[src/hdl/ouart_pkg.sv]
package ouart_pkg;

  localparam int OVERSAMPLE = 4;
  localparam int SUB_W = (OVERSAMPLE > 1) ? $clog2(OVERSAMPLE) : 1;
  localparam logic [SUB_W-1:0] SUB_LAST = SUB_W'(OVERSAMPLE - 1);

  localparam logic [3:0] TX_FIRST_DATA = 4'd9;
  localparam logic [3:0] RX_STOP = 4'd10;

  typedef struct packed {
    logic       rx_line;
    logic       tx_write;
    logic [7:0] tx_data;
  } in_word_t;

  typedef struct packed {
    logic       tx_line;
    logic       tx_buffer_empty;
    logic       rx_valid;
    logic [7:0] rx_data;
  } out_word_t;

  // per-tick control handed to the tx and rx units
  typedef struct packed {
    logic             en;        // a tick is being processed this cycle
    logic             bit_tick;  // subtick wrapped to zero on this tick
    logic [SUB_W-1:0] sub;       // subtick value after this tick
  } tick_ctrl_t;

endpackage

[src/hdl/ouart_tx.sv]
module ouart_tx (
  input  logic                   clk,
  input  logic                   rst,
  input  ouart_pkg::tick_ctrl_t  ctrl,
  input  logic                   tx_write,
  input  logic [7:0]             tx_data,
  output logic                   tx_pin_next,
  output logic                   tx_empty_next
);
  import ouart_pkg::*;

  logic [3:0] tx_count, tx_count_next;
  logic [7:0] tx_hold;
  logic       tx_empty;
  logic [7:0] tx_shift, tx_shift_next;
  logic       tx_pin;

  logic [7:0] hold_w;
  logic       empty_w;

  always_comb begin
    // buffer write lands before the tick
    hold_w        = tx_write ? tx_data : tx_hold;
    empty_w       = tx_write ? 1'b0 : tx_empty;
    tx_count_next = tx_count;
    tx_shift_next = tx_shift;
    tx_pin_next   = tx_pin;
    tx_empty_next = empty_w;
    if (ctrl.bit_tick) begin
      if (tx_count == 4'd0) begin
        if (!empty_w) begin
          tx_shift_next = hold_w;
          tx_empty_next = 1'b1;
          tx_count_next = TX_FIRST_DATA;
          tx_pin_next   = 1'b0;
        end
      end else if (tx_count == 4'd1) begin
        tx_count_next = 4'd0;
        tx_pin_next   = 1'b1;
      end else begin
        tx_pin_next   = tx_shift[0];
        tx_shift_next = {1'b0, tx_shift[7:1]};
        tx_count_next = tx_count - 4'd1;
      end
    end
  end

  always_ff @(posedge clk) begin
    if (rst) begin
      tx_count <= 4'd0;
      tx_empty <= 1'b1;
      tx_pin   <= 1'b1;
    end else if (ctrl.en) begin
      tx_count <= tx_count_next;
      tx_empty <= tx_empty_next;
      tx_pin   <= tx_pin_next;
    end
  end

  always_ff @(posedge clk) begin
    if (ctrl.en) begin
      tx_hold  <= hold_w;
      tx_shift <= tx_shift_next;
    end
  end

endmodule

[src/hdl/ouart_rx.sv]
module ouart_rx (
  input  logic                   clk,
  input  logic                   rst,
  input  ouart_pkg::tick_ctrl_t  ctrl,
  input  logic                   rx_line,
  output logic                   rx_valid_next,
  output logic [7:0]             rx_last_next
);
  import ouart_pkg::*;

  logic [3:0]       rx_count, rx_count_next;
  logic [SUB_W-1:0] rx_phase, rx_phase_next;
  logic [7:0]       rx_shift, rx_shift_next;
  logic [7:0]       rx_last;

  always_comb begin
    rx_count_next = rx_count;
    rx_phase_next = rx_phase;
    rx_shift_next = rx_shift;
    rx_last_next  = rx_last;
    rx_valid_next = 1'b0;
    if (rx_count == 4'd0) begin
      if (!rx_line) rx_count_next = 4'd1;
    end else if (rx_count == 4'd1) begin
      // second low tick confirms the start bit and fixes the sample phase
      if (!rx_line) begin
        rx_phase_next = ctrl.sub;
        rx_count_next = 4'd2;
      end else begin
        rx_count_next = 4'd0;
      end
    end else if (ctrl.sub == rx_phase) begin
      if (rx_count >= RX_STOP) begin
        if (rx_line) begin
          rx_last_next  = rx_shift;
          rx_valid_next = 1'b1;
        end
        rx_count_next = 4'd0;
      end else begin
        rx_shift_next = {rx_line, rx_shift[7:1]};
        rx_count_next = rx_count + 4'd1;
      end
    end
  end

  always_ff @(posedge clk) begin
    if (rst) begin
      rx_count <= 4'd0;
      rx_phase <= '0;
      rx_shift <= 8'd0;
      rx_last  <= 8'd0;
    end else if (ctrl.en) begin
      rx_count <= rx_count_next;
      rx_phase <= rx_phase_next;
      rx_shift <= rx_shift_next;
      rx_last  <= rx_last_next;
    end
  end

endmodule

[src/hdl/oversampled_uart_tx_rx.sv]
// 8N1 UART at four ticks per bit. Each input word is one oversampling tick
// (receive pin level plus an optional transmit byte write) and yields exactly
// one output word with the transmit pin, buffer-empty flag, a one-tick receive
// strobe and the last good byte. A word is registered on entry; the tx and rx
// state is updated as the word moves from the entry register to the output
// register, which then offers the result. One word per clock is sustained
// while out_ready does not stall the output register. in_ready is high while
// the entry register is empty or the output register is empty or being taken.
module oversampled_uart_tx_rx (
  input  logic                  clk,
  input  logic                  rst,
  input  logic                  in_valid,
  output logic                  in_ready,
  input  ouart_pkg::in_word_t   in_data,
  output logic                  out_valid,
  input  logic                  out_ready,
  output ouart_pkg::out_word_t  out_data
);
  import ouart_pkg::*;

  logic             s1_valid;
  in_word_t         s1_word;
  logic             adv;
  logic [SUB_W-1:0] subtick, subtick_next;
  tick_ctrl_t       ctrl;
  logic             tx_pin_next, tx_empty_next;
  logic             rx_valid_next;
  logic [7:0]       rx_last_next;

  assign adv      = s1_valid && (!out_valid || out_ready);
  assign in_ready = !s1_valid || adv;

  assign subtick_next  = (subtick == SUB_LAST) ? '0 : subtick + SUB_W'(1);
  assign ctrl.en       = adv;
  assign ctrl.bit_tick = adv && (subtick == SUB_LAST);
  assign ctrl.sub      = subtick_next;

  ouart_tx u_tx (
    .clk           (clk),
    .rst           (rst),
    .ctrl          (ctrl),
    .tx_write      (s1_word.tx_write),
    .tx_data       (s1_word.tx_data),
    .tx_pin_next   (tx_pin_next),
    .tx_empty_next (tx_empty_next)
  );

  ouart_rx u_rx (
    .clk           (clk),
    .rst           (rst),
    .ctrl          (ctrl),
    .rx_line       (s1_word.rx_line),
    .rx_valid_next (rx_valid_next),
    .rx_last_next  (rx_last_next)
  );

  always_ff @(posedge clk) begin
    if (rst) begin
      s1_valid  <= 1'b0;
      out_valid <= 1'b0;
      subtick   <= '0;
    end else begin
      if (in_ready) s1_valid <= in_valid;
      if (adv) begin
        out_valid <= 1'b1;
        subtick   <= subtick_next;
      end else if (out_ready) begin
        out_valid <= 1'b0;
      end
    end
  end

  always_ff @(posedge clk) begin
    if (in_ready && in_valid) s1_word <= in_data;
    if (adv) begin
      out_data.tx_line         <= tx_pin_next;
      out_data.tx_buffer_empty <= tx_empty_next;
      out_data.rx_valid        <= rx_valid_next;
      out_data.rx_data         <= rx_last_next;
    end
  end

endmodule

[config.mk]
export PLATFORM = sky130hd
export DESIGN_NAME = oversampled_uart_tx_rx
export DESIGN_NICKNAME = d
export VERILOG_FILES = /design/src/hdl/ouart_pkg.sv /design/src/hdl/ouart_tx.sv /design/src/hdl/ouart_rx.sv /design/src/hdl/oversampled_uart_tx_rx.sv
export SDC_FILE = /design/constraint.sdc
export NUM_CORES = 1
export LEC_CHECK = 0
export ABC_AREA = 1
export ABC_CLOCK_PERIOD_IN_PS = 4000
export BUFFER_PORTS_ARGS = -buffer_cell sky130_fd_sc_hd__buf_2
export CAP_MARGIN = 10
export CORE_ASPECT_RATIO = 1.75
export CORE_MARGIN = 5
export CORE_UTILIZATION = 55
export DETAILED_ROUTE_END_ITERATION = 8
export PLACE_DENSITY = 0.81
export SETUP_SLACK_MARGIN = 0.15
export SYNTH_ARGS = -nofsm -noshare
export SYNTH_HDL_FRONTEND = slang
export SYNTH_SLANG_ARGS = --single-unit
export TNS_END_PERCENT = 10
[constraint.sdc]
create_clock -name clk -period 4 [get_ports clk]
set_input_delay 0.6 -clock clk [delete_from_list [all_inputs] [get_ports clk]]
set_output_delay 0.6 -clock clk [all_outputs]
set_load 0.005 [all_outputs]
==> impl_metrics.toml, run 1 <==
[worst_setup_path]
worstPathArrival_ps = 2230
worstPathCellList = "inv_1 -> ha_1 -> nand2_1 -> nor2_1 -> nor2_4 -> inv_2 -> a21oi_1"
end_kind = "register"
path_class = "register to register"
crit_family = "compound AO/OA/AOI/OAI gates"
worstPathMaxFanout = 8
crit_buf_inv = 2
critPathRequiredTime_ps = 3970
slowest_stage = "a21oi_1"
crit_start = "u_tx.tx_count[0]$_SDFFE_PP0P_"
critPathLaunchType = "register"
max_stage_delay_ps = 610
worst_r2r_startpoint = "u_tx.tx_count[0]$_SDFFE_PP0P_"

[synthesis]
synth_seq_cells = 69
synth-xor-area-share = 0.00531
syn_nets = 419
yosysUniqueCellTypes = 33
synthCells = 397
synthAdderAreaFrac = 0.0304
synth_top_family_by_area = "simple AND/OR/NAND/NOR gates"
ys_seq_area_frac = 0.531
synth_compound_gate_area_share = 0.0831
netlist_area_mm2 = 0.00330
synthSimpleGateAreaFrac = 0.288
syn_area_per_cell_um2 = 8.30
synthMuxAreaShare = 0
yosys_warnings = 0

[global_route]
grt_max_degree = 42
antenna_found_initial = 0
grt_pass1_wl_mm = 11.5
grt_pass1_vias = 2582
gr-usage-all-layers = 0.200
gr-total-overflow = 0

[clock_network]
worstSkewPairLatency_ps = 340
numCtsBuffers = 9
h-tree-depth = 3
post-cts-setup-buffers = 0
root_buffer = "clkbuf_8"
cts_tree = "built"
ctsLongestPathBuffers = 2
cts.hold.buffers_added = 0
clk_pin_slew_ps = 70
cts_sinks = 69
ctsResizeCount = 0

[routing]
antenna_left = 0
vias = 2650
wl_per_cell_um = 13.5
drcViolationCount = 0
wl_mm = 6.84
drt_iter0_markers = 218
vias_per_cell = 5.23
drtPass1Iterations = 5

[pwr]
combPwrFrac = 0.094
ir_drop_uv = 292
p_leak_nw = 1.66
power_mw = 1.53
power_frac_seq = 0.522
intPower_mw = 1.17
p_clk_frac = 0.384
switching_share = 0.234
power_switching_mw = 0.359
power.density_mw_per_mm2 = 417

[layout]
fillers = 493
drive_above_1_share = 0.138
mostFrequentLayoutCell = "nand2_1"
final_nets = 446
layout_common_cells = "nand2_1, nor2_1, edfxtp_1"
diodes = 0
area_growth_pct = 11.7

[place]
port_buffers = 26
post-dp-hpwl_mm = 5.07
place_congestion = 0.803

[floorplan]
dieArea_mm2 = 0.00770
rows = 37
start_util = 0.561
die_y_um = 112
die-width_um = 68.5
core-area_mm2 = 0.00588
io_pins = 27

[timing]
tns_ps = 0
setup_violations = 0
fin_crit_ps = 2260
hold_viol = 0
fmax_ghz = 0.443
worst_pin_slew_ps = 782
final-max-slew-violation-count = 0
skew_ps = 6.92
slew_headroom = 0.479
rsz0062_at_grt = "no"
post-route-period-util = 0.564

[min_path]
worstHoldStart = "in_data[4]"
holdCritPathClass = "input pin to register"

[status]
status = "completed"

[flow_run]
cap_violations = 0
## cell type report
class / count / area (um^2) / share of cell area
well taps: 78 / 97.6 / 0.0265
inverters: 36 / 140 / 0.0381
multi-input cells: 281 / 1350 / 0.366
repair buffers: 27 / 138 / 0.0374
clock buffers: 10 / 128 / 0.0347
flip-flops and latches: 69 / 1750 / 0.476
clock inverters: 6 / 77.6 / 0.0211
## registers in the layout, indices dropped and copies added (netlist names)
signal / cells
out_data: 11
out_valid: 1
s1_valid: 1
s1_word: 10
subtick: 2
u_rx.rx_count: 4
u_rx.rx_last: 8
u_rx.rx_phase: 2
u_rx.rx_shift: 8
u_tx.tx_count: 4
u_tx.tx_empty: 1
u_tx.tx_hold: 8
u_tx.tx_pin: 1
u_tx.tx_shift: 8
## cell usage after synthesis (all sizes together)
| cell type | n | area share |
|---|---|---|
| a21oi | 13 | 0.021 |
| a31oi | 7 | 0.013 |
| buf | 9 | 0.017 |
| clkbuf | 2 | 0.0023 |
| clkinv | 1 | 0.0027 |
| dfxtp | 32 | 0.19 |
| edfxtp | 37 | 0.34 |
| ha | 8 | 0.030 |
| inv | 35 | 0.040 |
| nand2 | 129 | 0.15 |
| nand3 | 34 | 0.053 |
| nand4 | 1 | 0.0019 |
| nor2 | 60 | 0.076 |
| nor3 | 2 | 0.0030 |
| o211a | 1 | 0.0030 |
| o211ai | 1 | 0.0023 |
| o21a | 1 | 0.0023 |
| o21ai | 13 | 0.023 |
| o21bai | 8 | 0.018 |
| or2 | 1 | 0.0019 |
| xnor2 | 1 | 0.0027 |
| xor2 | 1 | 0.0027 |
## kinds of logic (layout without fill, tap and decap cells)
logic type,after synthesis,in the layout
AO/OA/AOI/OAI,44,44
AND/OR/NAND/NOR,227,227
adder cells (fa/ha/maj),8,8
buffers and inverters,47,79
flip-flops,69,69
XOR/XNOR,2,2
## through the flow
step,cell area [um^2],hold WS (ps),worst slack [ps],std cells,util
after global routing,3680,411,1580,507,0.626
after CTS,3680,415,1780,507,0.626
after global placement,3480,465,1820,491,0.591
final,3680,430,1740,507,0.626
after detailed placement,3480,473,1760,491,0.591
after floorplan,3300,441,2040,397,-
## power by group through the flow
stage	logic [mW]	clock network [mW]	registers (mW)
after floorplan	0.105	0	0.809
after global placement	0.136	0	0.814
after detailed placement	0.142	0	0.816
after CTS	0.144	0.599	0.800
after global routing	0.165	0.627	0.804
final	0.144	0.589	0.801
## per-layer routing
layer	global-route usage	wire, um	up-vias
met5	0	0	-
met4	0.0996	239	0
met3	0.0571	264	15
met2	0.368	3860	50
met1	0.187	2480	1234
li1	-	-	1351
## worst paths after layout
path                                   endpoint  slack [ps]  cells after the start
setup / recovery     u_tx.tx_shift[3]$_DFFE_PP_        1740                      7
setup reg to reg     u_tx.tx_shift[3]$_DFFE_PP_        1740                      7
hold / removal             s1_word[4]$_DFFE_PP_         430                      1
hold reg to reg   u_rx.rx_shift[0]$_SDFFE_PP0P_         480                      2
(Power assumes the default switching activity.)
==> run 2: changes to the inputs <==
--- a/config.mk
+++ b/config.mk
@@ -5,15 +5,15 @@
 export SDC_FILE = /design/constraint.sdc
 export NUM_CORES = 1
 export LEC_CHECK = 0
-export ABC_AREA = 1
-export ABC_CLOCK_PERIOD_IN_PS = 4000
+export ABC_AREA = 0
+export ABC_CLOCK_PERIOD_IN_PS = 2200
 export BUFFER_PORTS_ARGS = -buffer_cell sky130_fd_sc_hd__buf_2
 export CAP_MARGIN = 10
 export CORE_ASPECT_RATIO = 1.75
 export CORE_MARGIN = 5
 export CORE_UTILIZATION = 55
 export DETAILED_ROUTE_END_ITERATION = 8
-export PLACE_DENSITY = 0.81
+export PLACE_DENSITY = 0.82
 export SETUP_SLACK_MARGIN = 0.15
 export SYNTH_ARGS = -nofsm -noshare
 export SYNTH_HDL_FRONTEND = slang
==> constraint.sdc (replaced) <==
create_clock -name clk -period 2.2 [get_ports clk]
set_input_delay 0.33 -clock clk [delete_from_list [all_inputs] [get_ports clk]]
set_output_delay 0.33 -clock clk [all_outputs]
set_load 0.005 [all_outputs]
==> run 2 against run 1 <==
  * Sequential power grew 76%
  * Final area shrank 5.3%
  * Via count shrank 19%
  * Fmax grew 14%
  * Flip-flop and latch count is the same
  * Critical endpoint is now u_rx.rx_count[0]$_SDFFE_PP0P_
  * Clock skew grew 2.1 ps
  * Count of clock-buffer cells in the layout is the same
  * Non-clock buffer count grew 9
  * Combinational power grew 8%
==> impl_metrics.toml, run 2 <==
[status]
status = "completed"

[routing]
drt_iter0_markers = 162
vias = 2158
drcViolationCount = 0
vias_per_cell = 5.46
antenna_left = 0
wl_mm = 5.60
drtPass1Iterations = 5
wl_per_cell_um = 14.2

[synthesis]
syn_area_per_cell_um2 = 10.6
yosysMostFrequentCell = "edfxtp_1"
synth_edf_count = 37
synthCells = 282
yosysUniqueCellTypes = 43
synth_seq_cells = 69
syn_nets = 304
ys.flop_type = "edfxtp_1"
synthTopCellsByArea = "edfxtp_1, dfxtp_1, o21ai_0, a21oi_1, nand2_1"
ys_seq_area_frac = 0.584
yosys_warnings = 0
synth_commonest_cells = "edfxtp_1, nand2_1, dfxtp_1"
synth_top_area_share = 0.370
netlist_area_mm2 = 0.00300
synth_top_area_cell = "edfxtp_1"
synth-async-reset-ratio = 0

[layout]
multiInputGateArea_mm2 = 0.00114
mostFrequentLayoutCell = "edfxtp_1"
diodes = 0
area_growth_pct = 16.3
final_cells = 395
fillers = 403
final_nets = 338
regArea_mm2 = 0.00175
layout_common_cells = "edfxtp_1, nand2_1, dfxtp_1"
top_register = "out_data"
largest_reg_flops = 11
top_regs = "out_data: 11 flops, s1_word: 10 flops"
drive_above_1_share = 0.218

[timing]
skew_ps = 9.00
rsz0062_at_grt = "yes"
tns_ps = 0
setup_violations = 0
worst_pin_slew_ps = 639
post-route-period-util = 0.899
fmax_ghz = 0.505
slew_headroom = 0.572
fin_crit_ps = 1980
hold_viol = 0
final-max-slew-violation-count = 0
setup_ws_ps = 222

[pwr]
combPwrFrac = 0.057
p_leak_nw = 1.29
power_mw = 2.72
power_frac_seq = 0.519
power.density_mw_per_mm2 = 781
ir_drop_uv = 416
switching_share = 0.216
intPower_mw = 2.13
p_clk_frac = 0.424
power_switching_mw = 0.588

[global_route]
gr-usage-met2 = 0.295
gr-usage-all-layers = 0.174
gr-total-overflow = 0
top_usage_layer = "met2"
met1_usage = 0.203
met3_usage = 0.0418
grt_max_degree = 33
grt_pass1_vias = 2046
grt_pass1_wl_mm = 9.34
antenna_found_initial = 0

[floorplan]
die-width_um = 65.8
core-area_mm2 = 0.00530
rows = 35
dieArea_mm2 = 0.00709
start_util = 0.566
die_y_um = 108
io_pins = 27

[place]
dp_cells = 378
port_buffers = 26
place_congestion = 0.886
dp_slack_ps = 114
post-dp-hpwl_mm = 4.02

[clock_network]
cts_sinks = 69
worstSkewPairLatency_ps = 340
cts_tree = "built"
h-tree-depth = 3
ctsLongestPathBuffers = 2
clk_pin_slew_ps = 80
cts.hold.buffers_added = 0
numCtsBuffers = 9
root_buffer = "clkbuf_8"

[worst_setup_path]
worstPathMaxFanout = 5
worstPathArrival_ps = 2240
crit_start = "u_rx.rx_count[0]$_SDFFE_PP0P_"
critPathRequiredTime_ps = 2470
rrSetupSlack_ps = 220
critPathLaunchType = "register"
path_class = "register to register"
end_kind = "register"
worst_r2r_startpoint = "u_rx.rx_count[0]$_SDFFE_PP0P_"

[flow_run]
cap_violations = 0

[min_path]
holdCritPathClass = "input pin to register"
worstHoldStart = "in_data[1]"
[run 2: power groups by stage]
| stage | sequential (mW) | clock [mW] | combinational [mW] |
|---|---|---|---|
| 2_1_floorplan | 1.44 | 0 | 0.0997 |
| 3_3_place_gp | 1.44 | 0 | 0.147 |
| 3_5_place_dp | 1.44 | 0 | 0.152 |
| 4_1_cts | 1.41 | 1.18 | 0.154 |
| 5_1_grt | 1.42 | 1.24 | 0.173 |
| 6_report | 1.41 | 1.15 | 0.156 |
[run 2: critical path, cell delays in order (launching register included)]
cell and delay [ps]:
dfxtp_1 400, inv_1 100, ha_1 210, o31a_1 400, or3_1 380, a211o_1 300
a21oi_1 110
[run 2: area by class of cell]
type / instances / area share
repair buffers: 36 / 0.0588
flip-flops and latches: 69 / 0.502
multi-input cells: 182 / 0.327
well taps: 74 / 0.0266
inverters: 18 / 0.0194
clock buffers: 10 / 0.0395
clock inverters: 6 / 0.0266
[run 2: layer usage]
metal	vias to the layer above	share of wire
met5	-	0
met4	0	0.014
met3	8	0.046
met2	52	0.54
met1	1014	0.40
li1	1084	-
[run 2: logic make-up (layout without fill, tap and decap cells)]
family                   count (synthesis)  count (layout)  share of synthesized area
AND/OR/NAND/NOR                         90              90                      0.153
AO/OA/AOI/OAI                           71              71                      0.139
flip-flops                              69              69                      0.584
buffers and inverters                   31              70                     0.0425
multiplexers                            11              11                     0.0401
adder cells (fa/ha/maj)                  8               8                     0.0334
XOR/XNOR                                 2               2                    0.00835
[run 2: final timing paths]
kind                            cells past startpoint                       endpoint
worst min register to register                      2        subtick[1]$_SDFFE_PP0N_
worst max register to register                      6  u_rx.rx_count[0]$_SDFFE_PP0P_
worst max-delay path                                6  u_rx.rx_count[0]$_SDFFE_PP0P_
worst min-delay path                                1           s1_word[1]$_DFFE_PP_
[run 2: what timing repair did]
| action | 4_1_cts | 5_1_grt |
|---|---|---|
| pin swaps | 0 | 1 |
| gates cloned | 0 | 0 |
| setup buffers | 0 | 1 |
| resized for setup | 1 | 2 |
| setup endpoints to repair | 8 | 20 |
[run 2: per-stage QoR]
stage          hold WS (ps)  utilization  area [um^2]
6_report                164        0.658         3490
5_1_grt                 143        0.658         3490
4_1_cts                 151        0.654         3460
3_5_place_dp            465        0.609         3230
3_3_place_gp            447        0.609         3230
2_1_floorplan           424            -         3000
==> run 3: changes to the inputs <==
--- a/config.mk
+++ b/config.mk
@@ -10,7 +10,6 @@
 export BUFFER_PORTS_ARGS = -buffer_cell sky130_fd_sc_hd__buf_2
 export CAP_MARGIN = 10
 export CORE_ASPECT_RATIO = 1.75
-export CORE_MARGIN = 5
 export CORE_UTILIZATION = 55
 export DETAILED_ROUTE_END_ITERATION = 8
 export PLACE_DENSITY = 0.82
==> run 3 against run 2 <==
  * The run now ends with DRC left
  * First-iteration DRC count decreased by 62%
  * Global-route usage grew 3.8 points
  * Worst hold slack got worse by 11 ps
  * Clock power decreased by 11%
  * Register-to-register slack barely moved
  * Final cell count is 5.1% lower
  * Non-clock buffer count fell by 1
  * Via count up 1.1%
  * Fmax rose by 0.14%
  * Combinational power barely moved
  * Final area fell by 2.0%
  * Routed wire length down 3.0%
  * Largest cell class unchanged
  * Largest power group unchanged
==> impl_metrics.toml, run 3 (synthesized netlist as in run 2, its figures left out) <==
[min_path]
hold_end = "s1_word[6]$_DFFE_PP_"
holdCritPathClass = "input pin to register"
worstHoldStart = "in_data[6]"
hold_path_depth = 1

[timing]
rsz0062_at_grt = "yes"
post-route-period-util = 0.898
skew_ps = 8.07
fmax_ghz = 0.506
fin_crit_ps = 1980
hold_viol = 0
setup_violations = 0
final-max-slew-violation-count = 0
slew_headroom = 0.599
setup_ws_ps = 224
tns_ps = 0
worst_pin_slew_ps = 599

[routing]
vias_per_cell = 5.82
drcViolationCount = 6
drt_iter0_markers = 61
vias = 2181
drtPass1Iterations = 6
wl_per_cell_um = 14.5
antenna_left = 0
wl_mm = 5.43

[place]
post-dp-hpwl_mm = 3.79
place_area_mm2 = 0.00321
dp_slack_ps = 121
place_congestion = 0.827
port_buffers = 26

[worst_setup_path]
slowest_stage = "o31a_1"
worstPathArrival_ps = 2250
critPathRequiredTime_ps = 2470
crit_family = "compound AO/OA/AOI/OAI gates"
path_depth = 6
crit_buf_inv = 1
worstReg2RegEnd = "u_rx.rx_count[0]$_SDFFE_PP0P_"
r2r_cells = 6
path_class = "register to register"
worstPathMaxFanout = 5
end_kind = "register"
rrSetupSlack_ps = 220
critPathLaunchType = "register"
max_stage_delay_ps = 410
worst_r2r_startpoint = "u_rx.rx_count[0]$_SDFFE_PP0P_"
worstPathCellList = "inv_1 -> ha_1 -> o31a_1 -> or3_1 -> a211o_1 -> a21oi_1"

[floorplan]
rows = 35
dieArea_mm2 = 0.00576
die-width_um = 57.8
die_y_um = 99.7
core-area_mm2 = 0.00526
io_pins = 27
start_util = 0.571

[clock_network]
root_buffer = "clkbuf_8"
clk_pin_slew_ps = 80
numCtsBuffers = 9
cts_tree = "built"
worstSkewPairLatency_ps = 350
ctsLongestPathBuffers = 2
h-tree-depth = 3
cts_sinks = 69

[layout]
final_nets = 337
layout_common_cells = "edfxtp_1, nand2_1, dfxtp_1"
largest_reg_flops = 11
mostFrequentLayoutCell = "edfxtp_1"
fillers = 413
top_register = "out_data"
diodes = 0
final_cell_area_mm2 = 0.00342
top_regs = "out_data: 11 flops, s1_word: 10 flops"
drive_above_1_share = 0.209
area_growth_pct = 13.9
final_core_util = 0.650

[pwr]
p_leak_nw = 1.27
power.density_mw_per_mm2 = 756
ir_drop_uv = 649

[global_route]
antenna_found_initial = 0
grt_max_degree = 33
gr-total-overflow = 0
grt_pass1_vias = 2182
grt_pass1_wl_mm = 9.18
gr-usage-all-layers = 0.212

[flow_run]
cap_violations = 0

[status]
violations = "DRC"
status = "finished with violations"
[run 3: cell count changes in the layout (fill, tap and decap cells not counted), sizes merged]
cell / before / now
clkinvlp: 2 / 3
clkinv: 0 / 1
bufinv: 2 / 1
buf: 36 / 35
clkbuf: 10 / 9
[run 3: where the power goes]
part | switching [mW] | leakage, nW | internal [mW] | total [mW]
Combinational | 0.0914 | 0.575 | 0.0614 | 0.153
Clock | 0.491 | 0.0899 | 0.526 | 1.02
Sequential | 0.0166 | 0.601 | 1.39 | 1.41
[run 3: routing by layer]
layer | global-route usage | share of wire | vias to the layer above
met5 | 0 | 0 | -
met2 | 0.365 | 0.52 | 57
met1 | 0.224 | 0.41 | 1037
met3 | 0.0520 | 0.041 | 14
met4 | 0.134 | 0.029 | 0
li1 | - | - | 1073
[run 3: worst max path at each step]
stage | from | endpoint | slack [ps]
after global placement | u_tx.tx_count[0]$_SDFFE_PP0P_ | u_tx.tx_shift[5]$_DFFE_PP_ | 220
after CTS | u_tx.tx_count[0]$_SDFFE_PP0P_ | u_tx.tx_shift[1]$_DFFE_PP_ | 190
final | u_rx.rx_count[0]$_SDFFE_PP0P_ | u_rx.rx_count[0]$_SDFFE_PP0P_ | 220
after detailed placement | subtick[0]$_SDFFE_PP0N_ | u_rx.rx_last[6]$_SDFFE_PP0N_ | 120
after floorplan | u_tx.tx_count[0]$_SDFFE_PP0P_ | u_tx.tx_shift[0]$_DFFE_PP_ | 220
after global routing | subtick[0]$_SDFFE_PP0N_ | u_rx.rx_count[2]$_SDFFE_PP0P_ | 110
[run 3: layout make-up]
type / instances / area, um^2 / area share
flip-flops and latches: 69 / 1750 / 0.513
clock buffers: 9 / 124 / 0.0363
inverters: 18 / 67.6 / 0.0198
repair buffers: 35 / 198 / 0.0579
clock inverters: 7 / 73.8 / 0.0216
multi-input cells: 182 / 1130 / 0.332
well taps: 55 / 68.8 / 0.0201
[run 3: stage by stage]
stage          std cells  power (mW)  hold WS (ps)
2_1_floorplan        282        1.54           424
3_3_place_gp         359        1.59           446
3_5_place_dp         359        1.59           464
4_1_cts              375        2.60           144
5_1_grt              375        2.67           140
6_report             375        2.58           153
[run 3: worst reg2reg max path, stage by stage, from the launching register on]
cell	delay [ps]
dfxtp_1	400
inv_1	100
ha_1	210
o31a_1	410
or3_1	390
a211o_1	290
a21oi_1	110
[run 3: repair_timing]
item                       CTS  global route
hold buffers                 0             0
cloned                       0             0
setup buffers                0             0
gates resized for setup      1             1
setup endpoints to repair    8            19
